===== src/hw/rtl/joystick_axis_and_button_qualifier_top_macros.svh =====
// Assertion macros for the qualifier top-level RTL.
// Define ASSERT_OFF to compile the checks away.
`ifndef JOYSTICK_AXIS_AND_BUTTON_QUALIFIER_TOP_MACROS_SVH
`define JOYSTICK_AXIS_AND_BUTTON_QUALIFIER_TOP_MACROS_SVH

`ifndef ASSERT_OFF

// Same-cycle implication
`define JABQ_ASSERT_IMP(label, clk, rst, ante, cons) \
   label: assert property (@(posedge clk) disable iff (rst) (ante) |-> (cons)) \
      else $error("jabq: same-cycle check failed");

// Next-cycle implication
`define JABQ_ASSERT_NXT(label, clk, rst, ante, cons) \
   label: assert property (@(posedge clk) disable iff (rst) (ante) |=> (cons)) \
      else $error("jabq: next-cycle check failed");

`else

`define JABQ_ASSERT_IMP(label, clk, rst, ante, cons)
`define JABQ_ASSERT_NXT(label, clk, rst, ante, cons)

`endif

`endif


===== src/hw/rtl/jabq_pkg.sv =====
package jabq_pkg;

   // Configuration field widths
   localparam int CENTER_BITS = 12;
   localparam int THR_BITS    = 11;
   localparam int MS_BITS     = 16;
   localparam int TIME_BITS   = 32;

   // Axis zone; doubles as the direction event code (centre = no event)
   typedef enum logic [1:0] {
      ZONE_CENTRE = 2'd0,
      ZONE_UP     = 2'd1,
      ZONE_DOWN   = 2'd2
   } zone_type;

   // Configuration register set
   typedef struct packed {
      logic [CENTER_BITS-1:0] center_level;
      logic [THR_BITS-1:0]    enter_threshold;
      logic [THR_BITS-1:0]    return_threshold;
      logic                   invert_axis;
      logic [MS_BITS-1:0]     edge_hold_ms;
      logic [MS_BITS-1:0]     repeat_period_ms;
      logic [MS_BITS-1:0]     long_press_ms;
   } cfg_type;

   // One result item
   typedef struct packed {
      logic       long_press;
      logic       short_press;
      zone_type   direction_event;
   } result_type;

endpackage


===== src/hw/rtl/jabq_eval.sv =====
// Per-tick evaluation: axis zone with hysteresis, hold and auto-repeat
// timing, button short/long press. State advances only on step.
module jabq_eval
   import jabq_pkg::*;
#(
   parameter int SAMPLE_BITS = 12
) (
   input  logic                   clock,
   input  logic                   reset,
   input  logic                   step,
   input  cfg_type                cfg,
   input  logic [SAMPLE_BITS-1:0] axis_sample,
   input  logic                   button_down,
   input  logic [TIME_BITS-1:0]   now_ms,
   output result_type             result
);

   // Signed width holding both the deflection and a negated threshold
   localparam int DW = ((SAMPLE_BITS > THR_BITS) ? SAMPLE_BITS : THR_BITS) + 2;

   zone_type               zone_ff, zone_in;
   logic [TIME_BITS-1:0]   zone_entered_at_ff, zone_entered_at_in;
   logic                   first_event_done_ff, first_event_done_in;
   logic [TIME_BITS-1:0]   last_event_at_ff, last_event_at_in;
   logic                   button_held_ff, button_held_in;
   logic [TIME_BITS-1:0]   button_pressed_at_ff, button_pressed_at_in;
   logic                   long_done_ff, long_done_in;

   logic [SAMPLE_BITS-1:0] center;
   logic signed [DW-1:0]   dev_raw;
   logic signed [DW-1:0]   dev;
   logic signed [DW-1:0]   thr;
   logic [THR_BITS-1:0]    thr_sel;
   zone_type               zone_now;
   logic [TIME_BITS-1:0]   zone_age;
   logic [TIME_BITS-1:0]   repeat_age;
   logic [TIME_BITS-1:0]   press_age;
   zone_type               dir_evt;
   logic                   short_evt;
   logic                   long_evt;

   // Deflection from the rest value, optionally inverted
   assign center  = SAMPLE_BITS'(cfg.center_level);
   assign dev_raw = $signed(DW'(axis_sample)) - $signed(DW'(center));
   assign dev     = cfg.invert_axis ? -dev_raw : dev_raw;

   // Hysteresis: enter threshold in centre, return threshold while deflected
   assign thr_sel = (zone_ff == ZONE_CENTRE) ? cfg.enter_threshold : cfg.return_threshold;
   assign thr     = $signed(DW'(thr_sel));

   always_comb begin
      if (dev > thr) begin
         zone_now = ZONE_UP;
      end else if (dev < -thr) begin
         zone_now = ZONE_DOWN;
      end else begin
         zone_now = ZONE_CENTRE;
      end
   end

   // Direction events: first after the hold time, then periodic
   always_comb begin
      zone_in             = zone_now;
      zone_entered_at_in  = zone_entered_at_ff;
      first_event_done_in = first_event_done_ff;
      last_event_at_in    = last_event_at_ff;
      dir_evt             = ZONE_CENTRE;

      if (zone_now != zone_ff) begin
         zone_entered_at_in  = now_ms;
         first_event_done_in = 1'b0;
      end

      zone_age   = now_ms - zone_entered_at_in;
      repeat_age = now_ms - last_event_at_ff;

      if (zone_now != ZONE_CENTRE) begin
         if (!first_event_done_in) begin
            if (zone_age >= TIME_BITS'(cfg.edge_hold_ms)) begin
               dir_evt             = zone_now;
               first_event_done_in = 1'b1;
               last_event_at_in    = now_ms;
            end
         end else if (repeat_age >= TIME_BITS'(cfg.repeat_period_ms)) begin
            dir_evt          = zone_now;
            last_event_at_in = now_ms;
         end
      end
   end

   // Button: timing starts on press, long press once, short on release if no long press fired
   assign press_age = now_ms - button_pressed_at_ff;

   always_comb begin
      button_held_in       = button_held_ff;
      button_pressed_at_in = button_pressed_at_ff;
      long_done_in         = long_done_ff;
      short_evt            = 1'b0;
      long_evt             = 1'b0;

      if (button_down && !button_held_ff) begin
         button_held_in       = 1'b1;
         button_pressed_at_in = now_ms;
         long_done_in         = 1'b0;
      end else if (button_down && button_held_ff) begin
         if (!long_done_ff && press_age >= TIME_BITS'(cfg.long_press_ms)) begin
            long_evt     = 1'b1;
            long_done_in = 1'b1;
         end
      end else if (!button_down && button_held_ff) begin
         button_held_in = 1'b0;
         short_evt      = !long_done_ff;
      end
   end

   assign result = {long_evt, short_evt, dir_evt};

   always_ff @(posedge clock) begin
      if (reset) begin
         zone_ff              <= ZONE_CENTRE;
         zone_entered_at_ff   <= '0;
         first_event_done_ff  <= 1'b0;
         last_event_at_ff     <= '0;
         button_held_ff       <= 1'b0;
         button_pressed_at_ff <= '0;
         long_done_ff         <= 1'b0;
      end else if (step) begin
         zone_ff              <= zone_in;
         zone_entered_at_ff   <= zone_entered_at_in;
         first_event_done_ff  <= first_event_done_in;
         last_event_at_ff     <= last_event_at_in;
         button_held_ff       <= button_held_in;
         button_pressed_at_ff <= button_pressed_at_in;
         long_done_ff         <= long_done_in;
      end
   end

endmodule


===== src/hw/rtl/joystick_axis_and_button_qualifier_top.sv =====
// Joystick axis and button qualifier.
// req_* stream: one tick per transfer (axis sample, button level, ms time).
// rsp_* stream: exactly one result per tick, in order: direction event
// (0 none, 1 up, 2 down), short press and long press, all one-tick pulses.
// csr_* channel: register index and data; always ready. Write only while
// no tick is in flight.
// A tick goes from the input register through the evaluation logic into
// the result register.
// Throughput: one tick per cycle while results are taken; all work is a few
// subtracts and compares, combinational between the input and result registers.
// When rsp_tready is low the result register holds; the input register
// still takes one more tick, after which req_tready drops until the result
// is taken.
// Reset (synchronous, active high) restores the register defaults, clears
// the zone and button tracking and empties both pipeline registers.
`include "joystick_axis_and_button_qualifier_top_macros.svh"
module joystick_axis_and_button_qualifier_top
   import jabq_pkg::*;
#(
   parameter int SAMPLE_BITS = 12
) (
   input  logic                  clock,
   input  logic                  reset,
   // tdata: axis_sample[SAMPLE_BITS-1:0], button_down, now_ms[31:0], zero pad
   input  logic [((SAMPLE_BITS+1+TIME_BITS+7)/8)*8-1:0] req_tdata,
   input  logic                  req_tvalid,
   output logic                  req_tready,
   // tdata: direction_event[1:0], short_press, long_press, zero pad
   output logic [7:0]            rsp_tdata,
   output logic                  rsp_tvalid,
   input  logic                  rsp_tready,
   input  logic [2:0]            csr_index,
   input  logic [MS_BITS-1:0]    csr_data,
   input  logic                  csr_valid,
   output logic                  csr_ready
);

   typedef enum logic [2:0] {
      REG_CENTER_LEVEL     = 3'd0,
      REG_ENTER_THRESHOLD  = 3'd1,
      REG_RETURN_THRESHOLD = 3'd2,
      REG_INVERT_AXIS      = 3'd3,
      REG_EDGE_HOLD        = 3'd4,
      REG_REPEAT_PERIOD    = 3'd5,
      REG_LONG_PRESS       = 3'd6
   } reg_index_type;

   cfg_type                cfg_ff, cfg_in;
   logic                   in_valid_ff, in_valid_in;
   logic [SAMPLE_BITS-1:0] in_axis_ff;
   logic                   in_button_ff;
   logic [TIME_BITS-1:0]   in_now_ff;
   logic                   out_valid_ff, out_valid_in;
   result_type             out_result_ff;
   result_type             result;
   logic                   req_xfer;
   logic                   rsp_xfer;
   logic                   advance;

   // Configuration writes
   assign csr_ready = 1'b1;

   always_comb begin
      cfg_in = cfg_ff;
      if (csr_valid) begin
         case (reg_index_type'(csr_index))
            REG_CENTER_LEVEL:     cfg_in.center_level     = csr_data[CENTER_BITS-1:0];
            REG_ENTER_THRESHOLD:  cfg_in.enter_threshold  = csr_data[THR_BITS-1:0];
            REG_RETURN_THRESHOLD: cfg_in.return_threshold = csr_data[THR_BITS-1:0];
            REG_INVERT_AXIS:      cfg_in.invert_axis      = csr_data[0];
            REG_EDGE_HOLD:        cfg_in.edge_hold_ms     = csr_data;
            REG_REPEAT_PERIOD:    cfg_in.repeat_period_ms = csr_data;
            REG_LONG_PRESS:       cfg_in.long_press_ms    = csr_data;
            default:              cfg_in = cfg_ff;
         endcase
      end
   end

   // Pipeline handshake
   assign req_xfer   = req_tvalid && req_tready;
   assign rsp_xfer   = rsp_tvalid && rsp_tready;
   assign advance    = in_valid_ff && (!out_valid_ff || rsp_tready);
   assign req_tready = !in_valid_ff || advance;

   assign in_valid_in  = req_xfer ? 1'b1 : (advance ? 1'b0 : in_valid_ff);
   assign out_valid_in = advance ? 1'b1 : (rsp_xfer ? 1'b0 : out_valid_ff);

   jabq_eval #(
      .SAMPLE_BITS (SAMPLE_BITS)
   ) u_eval (
      .clock       (clock),
      .reset       (reset),
      .step        (advance),
      .cfg         (cfg_ff),
      .axis_sample (in_axis_ff),
      .button_down (in_button_ff),
      .now_ms      (in_now_ff),
      .result      (result)
   );

   // Control registers
   always_ff @(posedge clock) begin
      if (reset) begin
         cfg_ff.center_level     <= CENTER_BITS'(2048);
         cfg_ff.enter_threshold  <= THR_BITS'(400);
         cfg_ff.return_threshold <= THR_BITS'(240);
         cfg_ff.invert_axis      <= 1'b0;
         cfg_ff.edge_hold_ms     <= MS_BITS'(50);
         cfg_ff.repeat_period_ms <= MS_BITS'(300);
         cfg_ff.long_press_ms    <= MS_BITS'(1000);
         in_valid_ff             <= 1'b0;
         out_valid_ff            <= 1'b0;
      end else begin
         cfg_ff       <= cfg_in;
         in_valid_ff  <= in_valid_in;
         out_valid_ff <= out_valid_in;
      end
   end

   // Payload registers
   always_ff @(posedge clock) begin
      if (req_xfer) begin
         in_axis_ff   <= req_tdata[SAMPLE_BITS-1:0];
         in_button_ff <= req_tdata[SAMPLE_BITS];
         in_now_ff    <= req_tdata[SAMPLE_BITS+1 +: TIME_BITS];
      end
      if (advance) begin
         out_result_ff <= result;
      end
   end

   assign rsp_tvalid = out_valid_ff;
   assign rsp_tdata  = {4'b0000, out_result_ff.long_press, out_result_ff.short_press,
                        out_result_ff.direction_event};

   // Checks
   `JABQ_ASSERT_IMP(a_press_exclusive, clock, reset, rsp_tvalid, !(out_result_ff.long_press && out_result_ff.short_press))
   `JABQ_ASSERT_IMP(a_dir_code, clock, reset, rsp_tvalid, out_result_ff.direction_event != 2'd3)
   `JABQ_ASSERT_NXT(a_advance_fills, clock, reset, advance, out_valid_ff)
   `JABQ_ASSERT_NXT(a_stall_keeps, clock, reset, in_valid_ff && !advance, in_valid_ff && $stable(in_now_ff))

endmodule


===== config.mk =====
export PLATFORM = sky130hd
export DESIGN_NAME = joystick_axis_and_button_qualifier_top
export DESIGN_NICKNAME = d
export VERILOG_FILES = /design/src/hw/rtl/jabq_pkg.sv /design/src/hw/rtl/jabq_eval.sv /design/src/hw/rtl/joystick_axis_and_button_qualifier_top.sv
export VERILOG_INCLUDE_DIRS = /design/src /design/src/hw/rtl
export SDC_FILE = /design/constraint.sdc
export NUM_CORES = 1
export LEC_CHECK = 0
export BUFFER_PORTS_ARGS = -buffer_cell sky130_fd_sc_hd__buf_4
export CAP_MARGIN = 5
export CORE_ASPECT_RATIO = 1.25
export CORE_MARGIN = 5
export CORE_UTILIZATION = 40
export CTS_CLUSTER_DIAMETER = 100
export DETAILED_ROUTE_END_ITERATION = 10
export PLACE_DENSITY_LB_ADDON = 0.25
export SYNTH_ARGS = -nofsm -noshare
export SYNTH_HDL_FRONTEND = slang
export SYNTH_SLANG_ARGS = --single-unit

===== constraint.sdc =====
create_clock -name clock -period 27.5 [get_ports clock]
set_input_delay 2.75 -clock clock [delete_from_list [all_inputs] [get_ports clock]]
set_output_delay 2.75 -clock clock [all_outputs]
set_load 0.02 [all_outputs]

==> flow_summary.toml, run 1 <==
[setup_path]
cp.required_ns = 27.92
critPathCaptureType = "flip-flop"
path_class = "flip-flop to flip-flop"
reg2reg_slack_ns = 14.26
critical_path.slowest_cell = "and2_4"
critPathArrivalTime_ns = 13.66
crit_start = "in_axis_ff[0]$_DFFE_PP_"
max_stage_delay_ns = 0.64
critPathCapture = "u_eval.last_event_at_ff[7]$_SDFFE_PP0P_"
reg2reg_from = "in_axis_ff[0]$_DFFE_PP_"
start_kind = "flip-flop"
r2r-end = "u_eval.last_event_at_ff[7]$_SDFFE_PP0P_"
reg2reg_depth = 51
path_max_fanout = 40

[route]
top_layer = "met4"
ant_nets = 0
drc = 0
post_drt_wl_per_cell_um = 16.5
vias = 14700
wl_met1_um = 18900
vias_per_cell = 5.37
first_iter_violations = 865
wl_met3_um = 1640
met2_wirelength_um = 23000
drt-pass1-iter-count = 5
wl_um = 45200

[floorplan]
die_area_um2 = 47200
io_pins = 83
die_w_um = 195
fp.dieH_um = 242
start_util_pct = 40.6
coreArea_um2 = 42300
fp-row-count = 84

[run]
drv_cap = 0

[timing]
finClkSkew_ns = 0.0159
slew_violations = 0
finalSetupTns_ns = 0
max_slew_margin_pct = 32.8
rsz0062_at_grt = "false"
fmax_mhz = 75.5
fin_crit_ns = 13.24
setup_viol = 0
post-route-period-util_pct = 48.1
hold_violations = 0
worst_slew_pin_slew_ns = 1.01

[synth]
synth_edf_count = 49
async_flop_share_pct = 0
synth_top_area_share_pct = 21.7
netlist.top_cell.by_area = "dfxtp_1"
syn-instance-count = 2133
syn_area_um2 = 17200
netlist_top_cells_area = "dfxtp_1 22%, ha_1 13%, edfxtp_1 8.6%"
synth_ff_type = "dfxtp_1"
ys_seq_area_share_pct = 30.3
synth.avg_cell_area_um2 = 8.05
ys.warnings.count = 0
ys_seq_elements = 235
synth_cell_types = 93

[clock_network]
cts_root_buf = "clkbuf_16"
path_clk_slew_ns = 0.06
cts_sinks = 235
clockBufferDepth = 3
cts.repair.resized = 0
cts_setup_buffers = 0
htreeDepth = 1
numCtsBuffers = 28
hold_buffers = 0
insertion_delay_ns = 0.57
cts_tree = "built"

[layout]
nNetsFinal = 2415
stdcell_count = 2746
syn_to_final_growth_pct = 11.5
drive_above_1_share_pct = 7.73
fin_area_um2 = 19100
antennaDiodeCount = 0

[grt]
grt_first_pass_wirelength_um = 73000
grt_pass1_vias = 14400
grtUsageTotal_pct = 18.5
grt_start_max_net_pins = 151
grt.overflow.total = 0
antenna_found_initial = 0

[place]
io_buffers = 74
place_inst = 2692
dp_hpwl_um = 33300
post_dp_cell_area_um2 = 18100
gp_congestion = 0.870

[power_and_ir_drop]
peakVddDrop_v = 0.0000474
power.density_nw_per_um2 = 59.4
p_leak_nw = 7.65

[worst_hold_path]
hold_depth = 2
hold_class = "flip-flop to flip-flop"

[status]
outcome = "finished, final reports clean"
where the power goes:
| group | internal [mW] | total (mW) | switching (mW) | leakage (nW) |
|---|---|---|---|---|
| Clock | 0.239 | 0.395 | 0.157 | 0.474 |
| Sequential | 0.369 | 0.384 | 0.0145 | 1.99 |
| Combinational | 0.151 | 0.357 | 0.206 | 5.18 |
cell type report:
| type | instances | area, um^2 |
|---|---|---|
| timing repair buffer | 91 | 687 |
| tap | 559 | 699 |
| sequential | 235 | 5190 |
| inverter | 167 | 627 |
| clock buffer | 38 | 791 |
| clock inverter | 14 | 178 |
| fill | 4200 | 23100 |
| multi-input combinational | 1642 | 11000 |
routing by layer:
metal  vias to the layer above  track usage, %
met5                         -               0
met4                         0            6.98
met3                        83            2.39
met2                       242            34.0
met1                      6864            21.7
li1                       7546               -
critical path, delay by kind of cell, from the launching register on:
kind	cells	cell delay [ns]
AOI/OAI and AO/OA	26	6.43
buffers and inverters	2	0.33
and+or+nand+nor	13	3.32
xor gates and xnor gates	2	0.26
muxes	3	0.83
adders and majority gates	5	1.51
DFF	1	0.31
placed cells by master, fill, tap and decap left out, drive strengths merged, types with 36 or more instances in the layout:
cell type / instances
dfxtp: 186
o21ai: 85
nor2: 130
nor3: 56
xnor2: 55
a211oi: 36
nand2b: 100
a21o: 51
nand2: 320
a21oi: 196
edfxtp: 49
buf: 91
clkbuf: 38
ha: 174
inv: 169
mux2i: 72
through the flow:
stage                     utilization (%)  hold WS (ns)  worst slack, ns  total power [mW]
after floorplan                         -         0.436            16.46             0.662
after global placement               42.9         0.442            14.55             0.742
after detailed placement             42.9         0.446            14.45             0.747
after CTS                            45.2         0.455            14.38              1.15
after global routing                 45.3         0.474            13.33              1.21
final                                45.3         0.453            14.26              1.14
kinds of logic after synthesis:
kind of cell / after synthesis / synth area share (%)
AOI/OAI and AO/OA: 516 / 19.7
DFF: 235 / 30.3
xor gates and xnor gates: 81 / 4.18
other: 2 / 0.0438
buffers and inverters: 259 / 6.05
and+or+nand+nor: 787 / 22.1
muxes: 74 / 4.40
adders and majority gates: 179 / 13.2
cells in the mapped netlist (all sizes together) (12+ instances only):
library cell / n
a211oi: 36
a21o: 51
a21oi: 196
a31oi: 13
and2: 15
buf: 16
clkbuf: 76
dfxtp: 186
edfxtp: 49
ha: 174
inv: 167
mux2i: 72
nand2: 320
nand2b: 100
nand3: 33
nand3b: 23
nand4: 15
nor2: 130
nor2b: 33
nor3: 56
o21a: 18
o21ai: 85
or3: 12
xnor2: 55
xor2: 26
registers in the layout (all words and copies together), names as in the netlist:
name / count
u_eval.button_pressed_at_ff: 32
in_button_ff: 1
u_eval.long_done_ff: 1
u_eval.zone_ff: 2
u_eval.zone_entered_at_ff: 32
in_valid_ff: 1
in_now_ff: 32
rsp_tvalid: 1
cfg_ff: 83
u_eval.last_event_at_ff: 32
in_axis_ff: 12
rsp_tdata: 4
u_eval.button_held_ff: 1
u_eval.first_event_done_ff: 1
worst min path at each step:
stage               slack (ns)                                      endpoint                                    startpoint
CTS                       0.45  u_eval.button_pressed_at_ff[12]$_SDFFE_PP0P_  u_eval.button_pressed_at_ff[12]$_SDFFE_PP0P_
finish                    0.45                       cfg_ff[40]$_SDFFE_PP0P_                       cfg_ff[40]$_SDFFE_PP0P_
detailed placement        0.45  u_eval.button_pressed_at_ff[17]$_SDFFE_PP0P_  u_eval.button_pressed_at_ff[17]$_SDFFE_PP0P_
floorplan                 0.44                       cfg_ff[50]$_SDFFE_PP0P_                       cfg_ff[50]$_SDFFE_PP0P_
global placement          0.44                       cfg_ff[40]$_SDFFE_PP0P_                       cfg_ff[40]$_SDFFE_PP0P_
global route              0.47                       cfg_ff[10]$_SDFFE_PP0P_                       cfg_ff[10]$_SDFFE_PP0P_
Note: power is estimated with default switching activity, not from simulation.
==> run 2, diff against run 1 <==
--- a/config.mk
+++ b/config.mk
@@ -6,6 +6,7 @@
 export SDC_FILE = /design/constraint.sdc
 export NUM_CORES = 1
 export LEC_CHECK = 0
+export ABC_AREA = 1
 export BUFFER_PORTS_ARGS = -buffer_cell sky130_fd_sc_hd__buf_4
 export CAP_MARGIN = 5
 export CORE_ASPECT_RATIO = 1.25
==> constraint.sdc (replaced) <==
create_clock -name clock -period 12.34 [get_ports clock]
set_input_delay 1.234 -clock clock [delete_from_list [all_inputs] [get_ports clock]]
set_output_delay 1.234 -clock clock [all_outputs]
set_load 0.02 [all_outputs]
==> run 2 against run 1 <==
  * Clock power grew 120%
  * Final area shrank 2.1%
  * Hold slack is essentially flat
  * Sequential share of layout area grew 0.58 points
  * Die area shrank 2.2%
  * Non-clock buffer count shrank 6
  * Clock skew grew 0.0068 ns
  * Critical endpoint is now u_eval.last_event_at_ff[10]$_SDFFE_PP0P_
  * Largest power group is now combinational logic
==> flow_summary.toml, run 2 <==
[floorplan]
fp-row-count = 83
start_util_pct = 40.7
io_pins = 83
coreArea_um2 = 41200
fp.dieH_um = 239
die_area_um2 = 46100
die_w_um = 193

[route]
first_iter_violations = 736
ant_nets = 0
vias_per_cell = 5.09
vias = 15300
wl_um = 47400
drt-pass1-iter-count = 5
post_drt_wl_per_cell_um = 15.8
drc = 0

[synth]
synth_edf_count = 49
ys.warnings.count = 0
synth.avg_cell_area_um2 = 7.04
ys_seq_elements = 235
synth_ff_type = "dfxtp_1"
netlist.top_cell.by_area = "dfxtp_1"
synth_cell_types = 51
ys_seq_area_share_pct = 31.0
netlist_top_cells_area = "dfxtp_1 22%, ha_1 13%, nand2_1 11%"
synthTopCellsByCount = "474 x nand2_1, 393 x inv_1, 231 x a21oi_1"
async_flop_share_pct = 0
post-synth-top-count-cell = "nand2_1"
syn_area_um2 = 16800
synth_top_area_share_pct = 22.2
syn-instance-count = 2381

[setup_path]
reg2reg_from = "in_axis_ff[0]$_DFFE_PP_"
max_stage_delay_ns = 0.45
reg2reg_depth = 57
crit_buf_inv = 8
path_max_fanout = 38
crit_top_cell = "nand2_1"
worst-path-stages = 57
cp.required_ns = 12.80
critPathArrivalTime_ns = 10.01
critical_path.slowest_cell = "fa_1"
crit_start = "in_axis_ff[0]$_DFFE_PP_"
path_class = "flip-flop to flip-flop"
critPathTopFamily = "simple AND/OR/NAND/NOR gates"
start_kind = "flip-flop"
critPathCaptureType = "flip-flop"

[clock_network]
cts.repair.resized = 0
insertion_delay_ns = 0.57
cts_setup_buffers = 0
cts_root_buf = "clkbuf_16"
cts_sinks = 235
numCtsBuffers = 28
clockBufferDepth = 3
path_clk_slew_ns = 0.06
cts_tree = "built"
htreeDepth = 1
hold_buffers = 0

[place]
dp_hpwl_um = 36200
dpl_worst_slack_ns = 2.75
post_dp_cell_area_um2 = 17800
gp_congestion = 0.939
io_buffers = 74
place_inst = 2948

[timing]
whs_ns = 0.453
slew_violations = 0
post-route-period-util_pct = 77.3
finClkSkew_ns = 0.0226
finalWorstSetupSlack_ns = 2.80
fmax_mhz = 105
fin_crit_ns = 9.54
finalSetupTns_ns = 0
setup_viol = 0
max_slew_margin_pct = 27.5
rsz0062_at_grt = "false"
worst_slew_pin_slew_ns = 1.09
hold_violations = 0

[layout]
stdcell_count = 3000
final_cell_mix = "474 x nand2_1, 390 x inv_1, 231 x a21oi_1"
finalCoreUtilization_pct = 45.4
top_register = "cfg_ff"
syn_to_final_growth_pct = 11.7
largest_reg_flops = 83
nNetsFinal = 2676
antennaDiodeCount = 0
fin_area_um2 = 18700
drive_above_1_share_pct = 8.82
layout_commonest_cell = "nand2_1"

[grt]
grt_start_max_net_pins = 115
grtUsageTotal_pct = 20.2
grt_pass1_vias = 15000
antenna_found_initial = 0
grt_first_pass_wirelength_um = 75300
grt.overflow.total = 0

[power_and_ir_drop]
total_power_mw = 2.81
seq_power_share_pct = 30.7
peakVddDrop_v = 0.000109
switching_power_mw = 1.06
p_int_mw = 1.75
swShare_pct = 37.8
power.density_nw_per_um2 = 150
power_frac_clock_pct = 30.7
p_leak_nw = 8.96
comb_power_share_pct = 38.6

[worst_hold_path]
min_from = "cfg_ff[69]$_SDFFE_PP0P_"
hold_depth = 2
hold_class = "flip-flop to flip-flop"

[status]
outcome = "finished, final reports clean"

[run]
drv_cap = 0
run 2: kinds of logic (layout without fill, tap and decap cells):
group | Yosys count | in the layout | synth area share, %
buf+inv | 503 | 567 | 11.7
other cells | 2 | 5 | 0.0448
fa+ha+maj | 178 | 178 | 13.5
compound gates | 528 | 528 | 17.4
xor+xnor | 86 | 86 | 4.49
simple gates | 849 | 849 | 21.9
flops | 235 | 235 | 31.0
run 2: worst paths after layout:
path,end,slack [ns]
worst min register to register,cfg_ff[69]$_SDFFE_PP0P_,0.45
worst max-delay path,u_eval.last_event_at_ff[10]$_SDFFE_PP0P_,2.80
worst min-delay path,cfg_ff[69]$_SDFFE_PP0P_,0.45
worst max register to register,u_eval.last_event_at_ff[10]$_SDFFE_PP0P_,2.80
run 2: cell type report:
| class | count | area, um^2 |
|---|---|---|
| Timing Repair Buffer | 85 | 638 |
| Tap cell | 552 | 691 |
| Sequential cell | 235 | 5190 |
| Clock inverter | 9 | 106 |
| Inverter | 430 | 1620 |
| Clock buffer | 43 | 852 |
| Fill cell | 4240 | 22500 |
| Multi-Input combinational cell | 1646 | 9630 |
run 2: metal layers:
| metal | routed length [um] | up-vias | GRT usage [%] |
|---|---|---|---|
| li1 | - | 7879 | - |
| met1 | 18800 | 6986 | 22.3 |
| met2 | 24300 | 293 | 38.1 |
| met3 | 1840 | 118 | 2.37 |
| met4 | 2410 | 0 | 9.83 |
| met5 | 0 | - | 0 |
run 2: worst min-delay path: cells and delay by family (launching register included):
family | cells | cell delay, ns
DFF | 1 | 0.30
AOI/OAI and AO/OA | 1 | 0.05
buffers and inverters | 1 | 0.06
run 2: power groups by stage:
stage,logic [mW],clock network [mW],registers [mW]
detailed placement,1.08,0,0.877
global placement,1.06,0,0.876
finish,1.08,0.862,0.861
floorplan,0.817,0,0.868
global route,1.24,0.915,0.865
CTS,1.09,0.888,0.861
==> run 3, diff against run 2 <==
==> constraint.sdc (replaced) <==
create_clock -name clock -period 8.7 [get_ports clock]
set_input_delay 0.87 -clock clock [delete_from_list [all_inputs] [get_ports clock]]
set_output_delay 0.87 -clock clock [all_outputs]
set_load 0.02 [all_outputs]
==> run 3 against run 2 <==
  * Hold slack worse by 0.0025 ns
  * Sequential power up 42%
  * Sequential share of layout area down 0.89 points
  * First-iteration DRC count up 3.1%
  * Die area unchanged
  * Via count up 1.4%
  * Largest cell class unchanged
  * Highest routed layer is now met5
==> flow_summary.toml, run 3 (same netlist as run 2, synthesis figures left out) <==
[floorplan]
start_util_pct = 40.7
coreArea_um2 = 41200
fp-row-count = 83
die_area_um2 = 46100
die_w_um = 193
io_pins = 83
fp.dieH_um = 239

[worst_hold_path]
hold_class = "flip-flop to flip-flop"
hold_depth = 2

[layout]
largest_reg_flops = 83
top_register = "cfg_ff"
layout_commonest_cell = "nand2_1"
fin_area_um2 = 19300
drive_above_1_share_pct = 11.8
nNetsFinal = 2699
final_cell_mix = "460 x nand2_1, 386 x inv_1, 228 x a21oi_1"
finalCoreUtilization_pct = 46.9
stdcell_count = 3024
syn_to_final_growth_pct = 15.4

[setup_path]
cp.required_ns = 9.17
max_stage_delay_ns = 0.59
path_class = "flip-flop to flip-flop"
reg2reg_slack_ns = 0.52
crit_top_cell = "nand2_1"
path_max_fanout = 7
critical_path.slowest_cell = "fa_2"
crit_start = "in_axis_ff[0]$_DFFE_PP_"
critPathCapture = "u_eval.last_event_at_ff[31]$_SDFFE_PP0P_"
critPathArrivalTime_ns = 8.65
critPathCaptureType = "flip-flop"
reg2reg_depth = 55
reg2reg_from = "in_axis_ff[0]$_DFFE_PP_"
r2r-end = "u_eval.last_event_at_ff[31]$_SDFFE_PP0P_"
start_kind = "flip-flop"

[route]
vias_per_cell = 5.12
post_drt_wl_per_cell_um = 16.1
vias = 15500
drt-pass1-iter-count = 7
ant_nets = 0
wl_um = 48800
first_iter_violations = 759
drc = 0

[grt]
grt_first_pass_wirelength_um = 75100
grt_start_max_net_pins = 103
antenna_found_initial = 1
grtUsageTotal_pct = 20.1
grt_pass1_vias = 15100
grt.overflow.total = 0

[clock_network]
numCtsBuffers = 28
cts_sinks = 235
path_clk_slew_ns = 0.06
cts_tree = "built"
insertion_delay_ns = 0.59
hold_buffers = 0
clockBufferDepth = 3
cts_root_buf = "clkbuf_16"
htreeDepth = 1

[timing]
worst_slew_pin_slew_ns = 0.985
fmax_mhz = 122
setup_viol = 0
fin_crit_ns = 8.18
finalWorstSetupSlack_ns = 0.520
hold_violations = 0
whs_ns = 0.451
post-route-period-util_pct = 94.0
max_slew_margin_pct = 34.1
slew_violations = 0
finClkSkew_ns = 0.0289

[power_and_ir_drop]
peakVddDrop_v = 0.000160
power.density_nw_per_um2 = 215
p_leak_nw = 9.17

[place]
dp_hpwl_um = 36000
place_inst = 2954
dpl_worst_slack_ns = -0.0273
io_buffers = 74
post_dp_cell_area_um2 = 17800
gp_congestion = 0.953

[status]
outcome = "finished, final reports clean"

[run]
drv_cap = 0
-- run 3: changes by cell type in the layout (fill, tap and decap cells not counted), moves of 6 or more --
cell / delta
nand2_1: -14
buf_4: +13
nand2_2: +9
o21ai_0: -9
ha_1: -6
-- run 3: per-stage QoR --
| stage | total power, mW | setup TNS (ns) |
|---|---|---|
| after floorplan | 2.39 | 0 |
| after global placement | 2.74 | 0 |
| after detailed placement | 2.78 | -0.0731 |
| after CTS | 4.07 | 0 |
| after global routing | 4.46 | -0.528 |
| final | 4.16 | 0 |
-- run 3: how the worst min path moves through the flow --
| stage | startpoint | endpoint | slack (ns) |
|---|---|---|---|
| floorplan | cfg_ff[60]$_SDFFE_PP0P_ | cfg_ff[60]$_SDFFE_PP0P_ | 0.43 |
| global placement | cfg_ff[65]$_SDFFE_PP0P_ | cfg_ff[65]$_SDFFE_PP0P_ | 0.44 |
| detailed placement | cfg_ff[60]$_SDFFE_PP0P_ | cfg_ff[60]$_SDFFE_PP0P_ | 0.45 |
| CTS | req_tdata[31] | in_now_ff[18]$_DFFE_PP_ | 0.43 |
| global route | req_tdata[21] | in_now_ff[8]$_DFFE_PP_ | 0.43 |
| finish | cfg_ff[61]$_SDFFE_PP0P_ | cfg_ff[61]$_SDFFE_PP0P_ | 0.45 |
-- run 3: report_power, final --
group | leakage, nW | switching, mW | internal [mW]
Clock | 0.495 | 0.501 | 0.771
Sequential | 2.00 | 0.0403 | 1.18
Combinational | 6.68 | 1.03 | 0.634
Total | 9.17 | 1.57 | 2.59
-- run 3: worst max-delay path: cells and delay by family, from the launching register on --
family	cells	cell delay [ns]
and+or+nand+nor	29	3.12
adders and majority gates	6	1.95
buffers and inverters	8	0.69
DFF	1	0.33
AOI/OAI and AO/OA	11	1.79
xor gates and xnor gates	1	0.14
-- run 3: area by class of cell --
cell class                      count  area [um^2]
Timing Repair Buffer              107          918
Multi-Input combinational cell   1647         9920
Clock buffer                       43          860
Antenna cell                        1         2.50
Inverter                          430         1620
Sequential cell                   235         5190
Tap cell                          552          691
Clock inverter                      9          149
Fill cell                        4148        21900
-- run 3: repair_timing --
item	4_1_cts	5_1_grt
pin swaps	0	31
cloned	0	6
gates resized for setup	3	78
setup buffers	0	11
setup endpoints to repair	32	35
-- run 3: layer usage --
layer	wire, um	track usage, %	vias up
li1	-	-	7919
met4	2500	9.79	2
met5	13	0	-
met1	19400	22.5	7082
met2	24700	37.0	341
met3	2250	2.80	141
